## src/rtl/gscd_pkg.sv

```systemverilog
`timescale 1ns / 1ps
// Shared types and constants for the glyph span command decoder.
// No dependencies.
package gscd_pkg;

    // opcode bytes of the command stream
    localparam logic [7:0] OP_SPAN = 8'h01 << 7;
    localparam logic [7:0] OP_RUN  = 8'h01 << 6;
    localparam logic [7:0] OP_END  = 8'h01 << 5;

    // field widths
    localparam int ORIGIN_W = 11;
    localparam int COORD_W  = 12;
    localparam int BYTE_W   = 8;
    localparam int COLOR_W  = 32;
    localparam int IN_DATA_W  = 32;
    localparam int OUT_DATA_W = 80;

    // decoder phase
    typedef enum logic [2:0] {
        PH_OPCODE,
        PH_X,
        PH_Y,
        PH_LEN,
        PH_DATA
    } phase_t;

    // result kind codes
    typedef enum logic [1:0] {
        KIND_PIXEL = 2'd0,
        KIND_RUN   = 2'd1,
        KIND_END   = 2'd2,
        KIND_BAD   = 2'd3
    } kind_t;

endpackage

```

## src/rtl/glyph_span_command_decoder_unit.sv

```systemverilog
`timescale 1ns / 1ps
// Glyph span command decoder top level: byte stream in, pixel/run/end/bad items out.
// Depends on gscd_pkg.
// A result is registered and appears on the master side in the cycle after its byte is taken.
// Throughput: one byte per cycle; a request is taken whenever the output register
// is empty or is being drained in the same cycle.
// Reset (rst_n low, asynchronous): decoder returns to opcode phase, output register
// empties, draw color becomes all ones.
module glyph_span_command_decoder_unit
(
    input  logic                             clk,
    input  logic                             rst_n,
    // configuration: draw color
    input  logic                             cfg_we,
    input  logic [gscd_pkg::COLOR_W-1:0]     cfg_wdata,
    // slave side
    input  logic                             s_axis_tvalid,
    output logic                             s_axis_tready,
    // span_byte [7:0], origin_x [18:8], origin_y [29:19], zero [31:30]
    input  logic [gscd_pkg::IN_DATA_W-1:0]   s_axis_tdata,
    // master side
    output logic                             m_axis_tvalid,
    input  logic                             m_axis_tready,
    // pos_x [11:0], run_end_x [23:12], pos_y [35:24], coverage [43:36],
    // color [75:44], zero [79:76]
    output logic [gscd_pkg::OUT_DATA_W-1:0]  m_axis_tdata,
    // kind [1:0]
    output logic [1:0]                       m_axis_tuser,
    output logic                             m_axis_tlast
);
    import gscd_pkg::*;

    logic [COLOR_W-1:0]  color_reg;
    phase_t              phase_reg, phase_next;
    logic                is_run_reg, is_run_next;
    logic [COORD_W-1:0]  base_x_reg, base_x_next;
    logic [COORD_W-1:0]  base_y_reg, base_y_next;
    logic [BYTE_W-1:0]   len_reg, len_next;
    logic [BYTE_W-1:0]   cidx_reg, cidx_next;

    logic                out_valid_reg;
    kind_t               out_kind_reg, out_kind_next;
    logic [COORD_W-1:0]  out_px_reg, out_px_next;
    logic [COORD_W-1:0]  out_ex_reg, out_ex_next;
    logic [COORD_W-1:0]  out_py_reg, out_py_next;
    logic [BYTE_W-1:0]   out_cov_reg, out_cov_next;
    logic [COLOR_W-1:0]  out_color_reg;
    logic                out_last_reg, out_last_next;
    logic                out_load;

    logic                in_fire;
    logic [BYTE_W-1:0]   in_byte;
    logic [COORD_W-1:0]  in_ox, in_oy, byte_sx, pix_x;
    logic                span_last;

    // request unpacking
    assign in_byte = s_axis_tdata[7:0];
    assign in_ox   = {s_axis_tdata[18], s_axis_tdata[18:8]};
    assign in_oy   = {s_axis_tdata[29], s_axis_tdata[29:19]};
    assign byte_sx = {{(COORD_W-BYTE_W){in_byte[BYTE_W-1]}}, in_byte};
    assign pix_x   = base_x_reg + {{(COORD_W-BYTE_W){1'b0}}, cidx_reg};
    assign span_last = ({1'b0, cidx_reg} + 9'd1) >= {1'b0, len_reg};

    // handshake: output register drains or is empty
    assign s_axis_tready = !out_valid_reg || m_axis_tready;
    assign in_fire       = s_axis_tvalid && s_axis_tready;

    // next decoder state
    always_comb
    begin
        phase_next  = phase_reg;
        is_run_next = is_run_reg;
        base_x_next = base_x_reg;
        base_y_next = base_y_reg;
        len_next    = len_reg;
        cidx_next   = cidx_reg;
        unique case (phase_reg)
            PH_OPCODE:
            begin
                if (in_byte == OP_SPAN || in_byte == OP_RUN)
                begin
                    is_run_next = (in_byte == OP_RUN);
                    base_x_next = in_ox;
                    base_y_next = in_oy;
                    len_next    = '0;
                    cidx_next   = '0;
                    phase_next  = PH_X;
                end
            end
            PH_X:
            begin
                base_x_next = base_x_reg + byte_sx;
                phase_next  = PH_Y;
            end
            PH_Y:
            begin
                base_y_next = base_y_reg + byte_sx;
                phase_next  = PH_LEN;
            end
            PH_LEN:
            begin
                len_next  = in_byte;
                cidx_next = '0;
                if (!is_run_reg && in_byte == '0)
                    phase_next = PH_OPCODE;
                else
                    phase_next = PH_DATA;
            end
            PH_DATA:
            begin
                if (is_run_reg)
                    phase_next = PH_OPCODE;
                else
                begin
                    cidx_next = cidx_reg + 8'd1;
                    if (span_last)
                        phase_next = PH_OPCODE;
                end
            end
            default:
            begin
                phase_next = PH_OPCODE;
            end
        endcase
    end

    // result generation
    always_comb
    begin
        out_load      = 1'b0;
        out_kind_next = KIND_BAD;
        out_px_next   = '0;
        out_ex_next   = '0;
        out_py_next   = '0;
        out_cov_next  = '0;
        out_last_next = 1'b1;
        unique case (phase_reg)
            PH_OPCODE:
            begin
                if (in_byte == OP_END)
                begin
                    out_load      = 1'b1;
                    out_kind_next = KIND_END;
                end
                else if (in_byte != OP_SPAN && in_byte != OP_RUN)
                begin
                    out_load      = 1'b1;
                    out_kind_next = KIND_BAD;
                end
            end
            PH_DATA:
            begin
                out_load     = 1'b1;
                out_py_next  = base_y_reg;
                out_cov_next = in_byte;
                if (is_run_reg)
                begin
                    out_kind_next = KIND_RUN;
                    out_px_next   = base_x_reg;
                    out_ex_next   = base_x_reg + {{(COORD_W-BYTE_W){1'b0}}, len_reg};
                end
                else
                begin
                    out_kind_next = KIND_PIXEL;
                    out_px_next   = pix_x;
                    out_ex_next   = pix_x;
                    out_last_next = span_last;
                end
            end
            default:
            begin
                out_load = 1'b0;
            end
        endcase
    end

    // configuration register
    always_ff @(posedge clk or negedge rst_n)
    begin
        if (!rst_n)
            color_reg <= '1;
        else if (cfg_we)
            color_reg <= cfg_wdata;
    end

    // decoder state registers
    always_ff @(posedge clk or negedge rst_n)
    begin
        if (!rst_n)
        begin
            phase_reg  <= PH_OPCODE;
            is_run_reg <= 1'b0;
            base_x_reg <= '0;
            base_y_reg <= '0;
            len_reg    <= '0;
            cidx_reg   <= '0;
        end
        else if (in_fire)
        begin
            phase_reg  <= phase_next;
            is_run_reg <= is_run_next;
            base_x_reg <= base_x_next;
            base_y_reg <= base_y_next;
            len_reg    <= len_next;
            cidx_reg   <= cidx_next;
        end
    end

    // output valid
    always_ff @(posedge clk or negedge rst_n)
    begin
        if (!rst_n)
            out_valid_reg <= 1'b0;
        else if (s_axis_tready)
            out_valid_reg <= in_fire && out_load;
    end

    // output payload
    always_ff @(posedge clk)
    begin
        if (in_fire && out_load)
        begin
            out_kind_reg  <= out_kind_next;
            out_px_reg    <= out_px_next;
            out_ex_reg    <= out_ex_next;
            out_py_reg    <= out_py_next;
            out_cov_reg   <= out_cov_next;
            out_color_reg <= color_reg;
            out_last_reg  <= out_last_next;
        end
    end

    assign m_axis_tvalid = out_valid_reg;
    assign m_axis_tuser  = out_kind_reg;
    assign m_axis_tlast  = out_last_reg;
    assign m_axis_tdata  = {4'b0000, out_color_reg, out_cov_reg, out_py_reg,
                            out_ex_reg, out_px_reg};

    // operand bytes never produce a result
    assert property (@(posedge clk) disable iff (!rst_n)
        in_fire && (phase_reg == PH_X || phase_reg == PH_Y || phase_reg == PH_LEN)
        |=> !m_axis_tvalid)
        else $error("operand byte produced a result");

    // a run command ends after its single data byte
    assert property (@(posedge clk) disable iff (!rst_n)
        in_fire && phase_reg == PH_DATA && is_run_reg |=> phase_reg == PH_OPCODE)
        else $error("run command did not return to opcode phase");

    // end and bad opcode results carry zero coverage and last
    assert property (@(posedge clk) disable iff (!rst_n)
        in_fire && phase_reg == PH_OPCODE && out_load
        |=> m_axis_tvalid && m_axis_tlast && m_axis_tdata[43:36] == 8'd0)
        else $error("end or bad opcode result malformed");

    // span pixels advance the coverage index by one
    assert property (@(posedge clk) disable iff (!rst_n)
        in_fire && phase_reg == PH_DATA && !is_run_reg
        |=> cidx_reg == $past(cidx_reg) + 8'd1)
        else $error("coverage index did not advance");

endmodule
```

## config.mk

```make
export PLATFORM = sky130hd
export DESIGN_NAME = glyph_span_command_decoder_unit
export DESIGN_NICKNAME = d
export VERILOG_FILES = /design/src/rtl/gscd_pkg.sv /design/src/rtl/glyph_span_command_decoder_unit.sv
export SDC_FILE = /design/constraint.sdc
export NUM_CORES = 1
export LEC_CHECK = 0
export ABC_AREA = 1
export BUFFER_PORTS_ARGS = -buffer_cell sky130_fd_sc_hd__buf_2
export CORE_UTILIZATION = 40
export CTS_CLUSTER_DIAMETER = 80
export DETAILED_ROUTE_END_ITERATION = 8
export GPL_TIMING_DRIVEN = 0
export HOLD_SLACK_MARGIN = 0.05
export MAX_ROUTING_LAYER = met4
export PLACE_DENSITY_LB_ADDON = 0.05
export SLEW_MARGIN = 25
export SYNTH_ARGS = -nofsm -noshare
export SYNTH_HDL_FRONTEND = slang
export SYNTH_SLANG_ARGS = --single-unit
```

## constraint.sdc

```tcl
create_clock -name clk -period 13.8 [get_ports clk]
set_input_delay 3.45 -clock clk [delete_from_list [all_inputs] [get_ports clk]]
set_output_delay 3.45 -clock clk [all_outputs]
set_load 0.005 [all_outputs]
```

[Word-level counts from Yosys, hierarchy flattened]
Cells that the tools add are included.
Cells by class
  $add $sub $neg: 6
  order comparisons: 1
  equal/unequal tests: 12
  mux-type cells: 21
  bitwise gates (word level): 1
  reductions and logical operators: 21
Operators by type and width (count)
  $mux 12: 4
  $pmux 12 s2: 2
  $add 12x12->12: 2
  $add 12x8->12: 2
  $pmux 8 s3: 1
  $mux 8: 2
  $pmux 8 s2: 1
  $pmux 3 s5: 1
  $reduce_and 3->1: 5
  $mux 3: 4
  $add 8x1->9 const B: 1
  $ge 9x8->1: 1
  $add 8x1->8 const B: 1
  $eq 8x6->1 const B: 1
  $eq 8x7->1 const B: 1
  $eq 8x8->1 const B: 1
  $logic_not 8->1: 1
  $ne 8x7->1 const B: 1
  $ne 8x8->1 const B: 1
  $eq 3x2->1 const B: 2
  $reduce_bool 2->1: 3
  $logic_and 1x1->1: 4
  $mux 1: 4
  $ne 2x2->1 const B: 2
  other kinds (12): 14
Word-level totals
  register bits: 156

[Depth between registers and ports, before layout]
  depth after elaboration: 6
  gate-level depth with buffers: 17
  depth with buffers taken out: 17

[Least setup slack after synthesis]
OpenSTA, ideal clock, no wires.
  kind: input-to-reg
  start point: in s_axis_tdata[7] (netlist bit)
  end point: reg out_last_reg, in the netlist m_axis_tlast (enable)
  setup time: 0.517 ns
  arrival time: 7.403 ns
  required time: 13.283 ns
  setup slack: 5.879 ns
  cell stages on the path: 8
  cell sequence: buf_4 -> inv_2 -> nor2_1 -> nor2_1 -> o21ai_4 -> inv_1 -> nor2_1 -> nor2_1
On the way
  longest elaborated chain between the ends: 6
  elaborated cells on any way between the ends: 8
Ends and longest elaborated chain
  start: declaration: RTL line glyph_span_command_decoder_unit.sv:20  | input logic [gscd_pkg::IN_DATA_W-1:0] s_axis_tdata,
  $ne 8x8->1 / $ne 8x7->1 (equally long branches): RTL line glyph_span_command_decoder_unit.sv:145  | else if (in_byte != OP_SPAN && in_byte != OP_RUN)
  $logic_and 1x1->1: RTL line glyph_span_command_decoder_unit.sv:145
  $mux 1: RTL line glyph_span_command_decoder_unit.sv:145
  $mux 1 (*): RTL line glyph_span_command_decoder_unit.sv:140  | if (in_byte == OP_END)
  $pmux 1 s2 (*): RTL line glyph_span_command_decoder_unit.sv:137  | unique case (phase_reg)
  $logic_and 1x1->1 (*): RTL line glyph_span_command_decoder_unit.sv:221  | if (in_fire && out_load)
  end signal: assignment: RTL line glyph_span_command_decoder_unit.sv:229  | out_last_reg <= out_last_next;
  end: declaration: RTL line glyph_span_command_decoder_unit.sv:48  | logic out_last_reg, out_last_next;
Mark *: on every way between the ends. The rest lies on a longest branch, timed or not.
A chain may end at the register's enable or synchronous reset.

[Final worst setup path]
  start point: in m_axis_tready
  end point: out s_axis_tready
On the way
  longest elaborated chain between the ends: 1
Ends and longest elaborated chain
  start: declaration: RTL line glyph_span_command_decoder_unit.sv:23  | input logic m_axis_tready,
  $logic_or 1x1->1: RTL line glyph_span_command_decoder_unit.sv:65  | assign s_axis_tready = !out_valid_reg || m_axis_tready;
  end: declaration: RTL line glyph_span_command_decoder_unit.sv:18  | output logic s_axis_tready,
No other way between the ends.

==> impl_metrics.csv <==
group,metric,value,unit
drt,dr.pass1.iters,6,
sta,period_share,52.5,%
sta,max_freq,0.138,GHz
worst_hold_path,hold_path_startpoint,"color_reg[11]$_DFFE_PN1P_",
place,place_congestion,0.877,
sta,setup_violations,0,
place,dp_hpwl,16800,µm
critical_path,setup.worst_path.end_class,"output pin",
cells_and_area,fin_cells,1428,
synth,synth_top_cell_by_area,"edfxtp_1",
cells_and_area,nets,1260,
floorplanning,boundaryPins,154,
drt,post_drt_via_cell_ratio,4.77,
critical_path,crit_path_start_kind,"input pin",
power_and_ir_drop,p_int,1220,µW
sta,hold_violations,0,
power_and_ir_drop,leakagePower,0.00504,µW
critical_path,ff2ff_setup_slack,11.26,ns
cells_and_area,diodes,0,
synth,netlist_area,8670,µm²
cts,hold_buffers,0,
cts,h-tree-depth,4,
synth,ys_async_sr_fraction,49.4,%
cts,clockBufferDepth,2,
cts,root_buffer,"clkbuf_16",
synth,yosysWarnings,0,
global_routing,grt_max_degree,49,
global_routing,grt_pass1_wl,34200,µm
drt,vias,6815,
cts,path_clk_slew,0.07,ns
sta,worst_slew_pin_slew,0.632,ns
sta,slew_violations,0,
global_routing,antenna_found_initial,0,
synth,synth.distinct_cells,45,
cells_and_area,syn_to_final_growth,21.0,%
cts,cts_made_buffers,17,
cells_and_area,drive_above_1_share,25.3,%
power_and_ir_drop,peakVddDrop,104,µV
sta,slew_headroom,57.9,%
floorplanning,start_util,41.0,%
critical_path,worstRegToRegCells,10,
critical_path,regToRegStartpoint,"phase_reg[1]$_DFFE_PN0P_",
sta,clock_skew,0.00847,ns
sta,finalSetupTns,0,ns
critical_path,r2r_end,"out_px_reg[6]$_SDFFCE_PN0P_",
worst_hold_path,hold_path_class,"flop to flop",
critical_path,crit_type,"input pin to output pin",
drt,drc,0,
cts,postCtsSetupBuffers,0,
power_and_ir_drop,combPwrFrac,42.3,%
power_and_ir_drop,swShare,41.3,%
synth,synth.top_cell.area_share,27.3,%
power_and_ir_drop,seqPwrFrac,34.9,%
place,numPlacedInstances,1396,
power_and_ir_drop,power_switching,858,µW
synth,synth_edf_count,79,
global_routing,grtUsageTotal,20.8,%
cts,cts_tree,"built",
cells_and_area,layout.cells.most_common_list,"nand2_1 (240), buf_2 (150), inv_1 (124)",
drt,ant_nets,0,
sta,fin_crit,7.25,ns
floorplanning,rows,53,
critical_path,arrival,3.80,ns
drt,wl_per_cell,15.2,µm
cts,ctsResizeCount,0,
global_routing,grt_pass1_vias,6496,
place,io_buffers,146,
power_and_ir_drop,power.share.clock,22.8,%
worst_hold_path,whs_path_depth,0,
sta,rsz0062_at_grt,"false",
floorplanning,die_x,149,µm
cells_and_area,final_core_util,49.6,%
synth,synthFlopType,"edfxtp_1",
cts,insertion_delay,0.43,ns
synth,syn_area_per_cell,8.97,µm²
cts,cts_sinks,156,
floorplanning,core-area,21200,µm²
synth,ys_seq_elements,156,
critical_path,critical_path.max_fanout,3,
global_routing,overflow,0,
worst_hold_path,holdPathEnd,"out_color_reg[11]$_DFFE_PP_",
floorplanning,dieHeight,149,µm
synth,synth_sequential_area_ratio,50.0,%
synth,synth_cells,967,
synth,synth.area.top_cells,"edfxtp_1 (27%), dfrtp_1 (13%), nand2_1 (10%), dfstp_2 (9.7%), ha_1 (6.8%)",
job,drv_cap,0,
drt,drt_iter0_drc,352,
power_and_ir_drop,powerDensity,198,nW/µm²
status,status,"finished clean",
cells_and_area,final_common_cell,"nand2_1",
drt,wl,21700,µm
floorplanning,die_area,22300,µm²
critical_path,critPathRequiredTime,10.35,ns
[worst max-delay path, cell delays in order]
cell	delay (ns)
buf_2	0.09
inv_1	0.04
nand2_1	0.08
buf_2	0.14
[area by class of cell]
cell class	count	area [µm²]
well taps	275	344
flip-flops and latches	156	4340
clock buffers	17	425
fillers	2049	10700
clock inverters	15	180
repair buffers	151	855
plain buffers	23	141
multi-input cells	657	3710
inverters	134	505
[per-layer routing]
layer	global-route usage [%]	part of all wire [%]	vias to the layer above
li1	-	-	3517
met1	27.4	47	3117
met2	33.4	48	154
met3	2.97	3.5	27
met4	6.12	1.7	0
met5	-	0	-
[worst max path at each step]
| stage | startpoint | end | slack [ns] | cells after the start |
|---|---|---|---|---|
| after floorplan | s_axis_tdata[7] | m_axis_tlast$_SDFFCE_PN1P_ | 5.88 | 8 |
| after global placement | s_axis_tdata[7] | out_ex_reg[10]$_SDFFCE_PN0P_ | 3.53 | 8 |
| after detailed placement | m_axis_tready | s_axis_tready | 6.55 | 4 |
| after CTS | m_axis_tready | s_axis_tready | 6.55 | 4 |
| after global routing | m_axis_tready | s_axis_tready | 6.50 | 4 |
| final | m_axis_tready | s_axis_tready | 6.55 | 4 |
[logic make-up (layout without fill, tap and decap cells)]
kind of cell               Yosys count  after routing  synth area share, %
and+or+nand+nor                    436            436                 21.3
muxes                               32             32                 4.15
other                                1              4               0.0432
AOI/OAI and AO/OA                  115            115                 7.37
xor gates and xnor gates            19             19                 1.92
buffers and inverters              157            340                 7.46
DFF                                156            156                 50.0
adders and majority gates           51             51                 7.70
[cells in the mapped netlist, types with 11 or more instances]
cell type    n
a21oi_1     33
dfrtp_1     45
dfstp_2     32
edfxtp_1    79
ha_1        47
inv_1      124
mux2_2      32
nand2_1    240
nand3_1     61
nand4_1     11
nor2_1     102
o21ai_0     38
o21ai_1     22
xor2_1      11
[power groups by stage]
stage	Clock (µW)	Sequential (µW)	Combinational, µW
floorplan	0	725	605
global placement	0	749	846
detailed placement	0	734	882
CTS	485	726	887
global route	503	739	1010
finish	475	725	878
[per-stage QoR]
stage                     area, µm²  hold slack, ns  setup WS, ns  total power (µW)
final                         10500           0.523          6.55              2080
after global routing          10500           0.525          6.50              2250
after CTS                     10500           0.523          6.55              2100
after detailed placement       9890           0.510          6.55              1620
after global placement         9760           0.508          3.53              1600
after floorplan                8690           0.474          5.88              1330
Power figures use the tool's default switching activity.
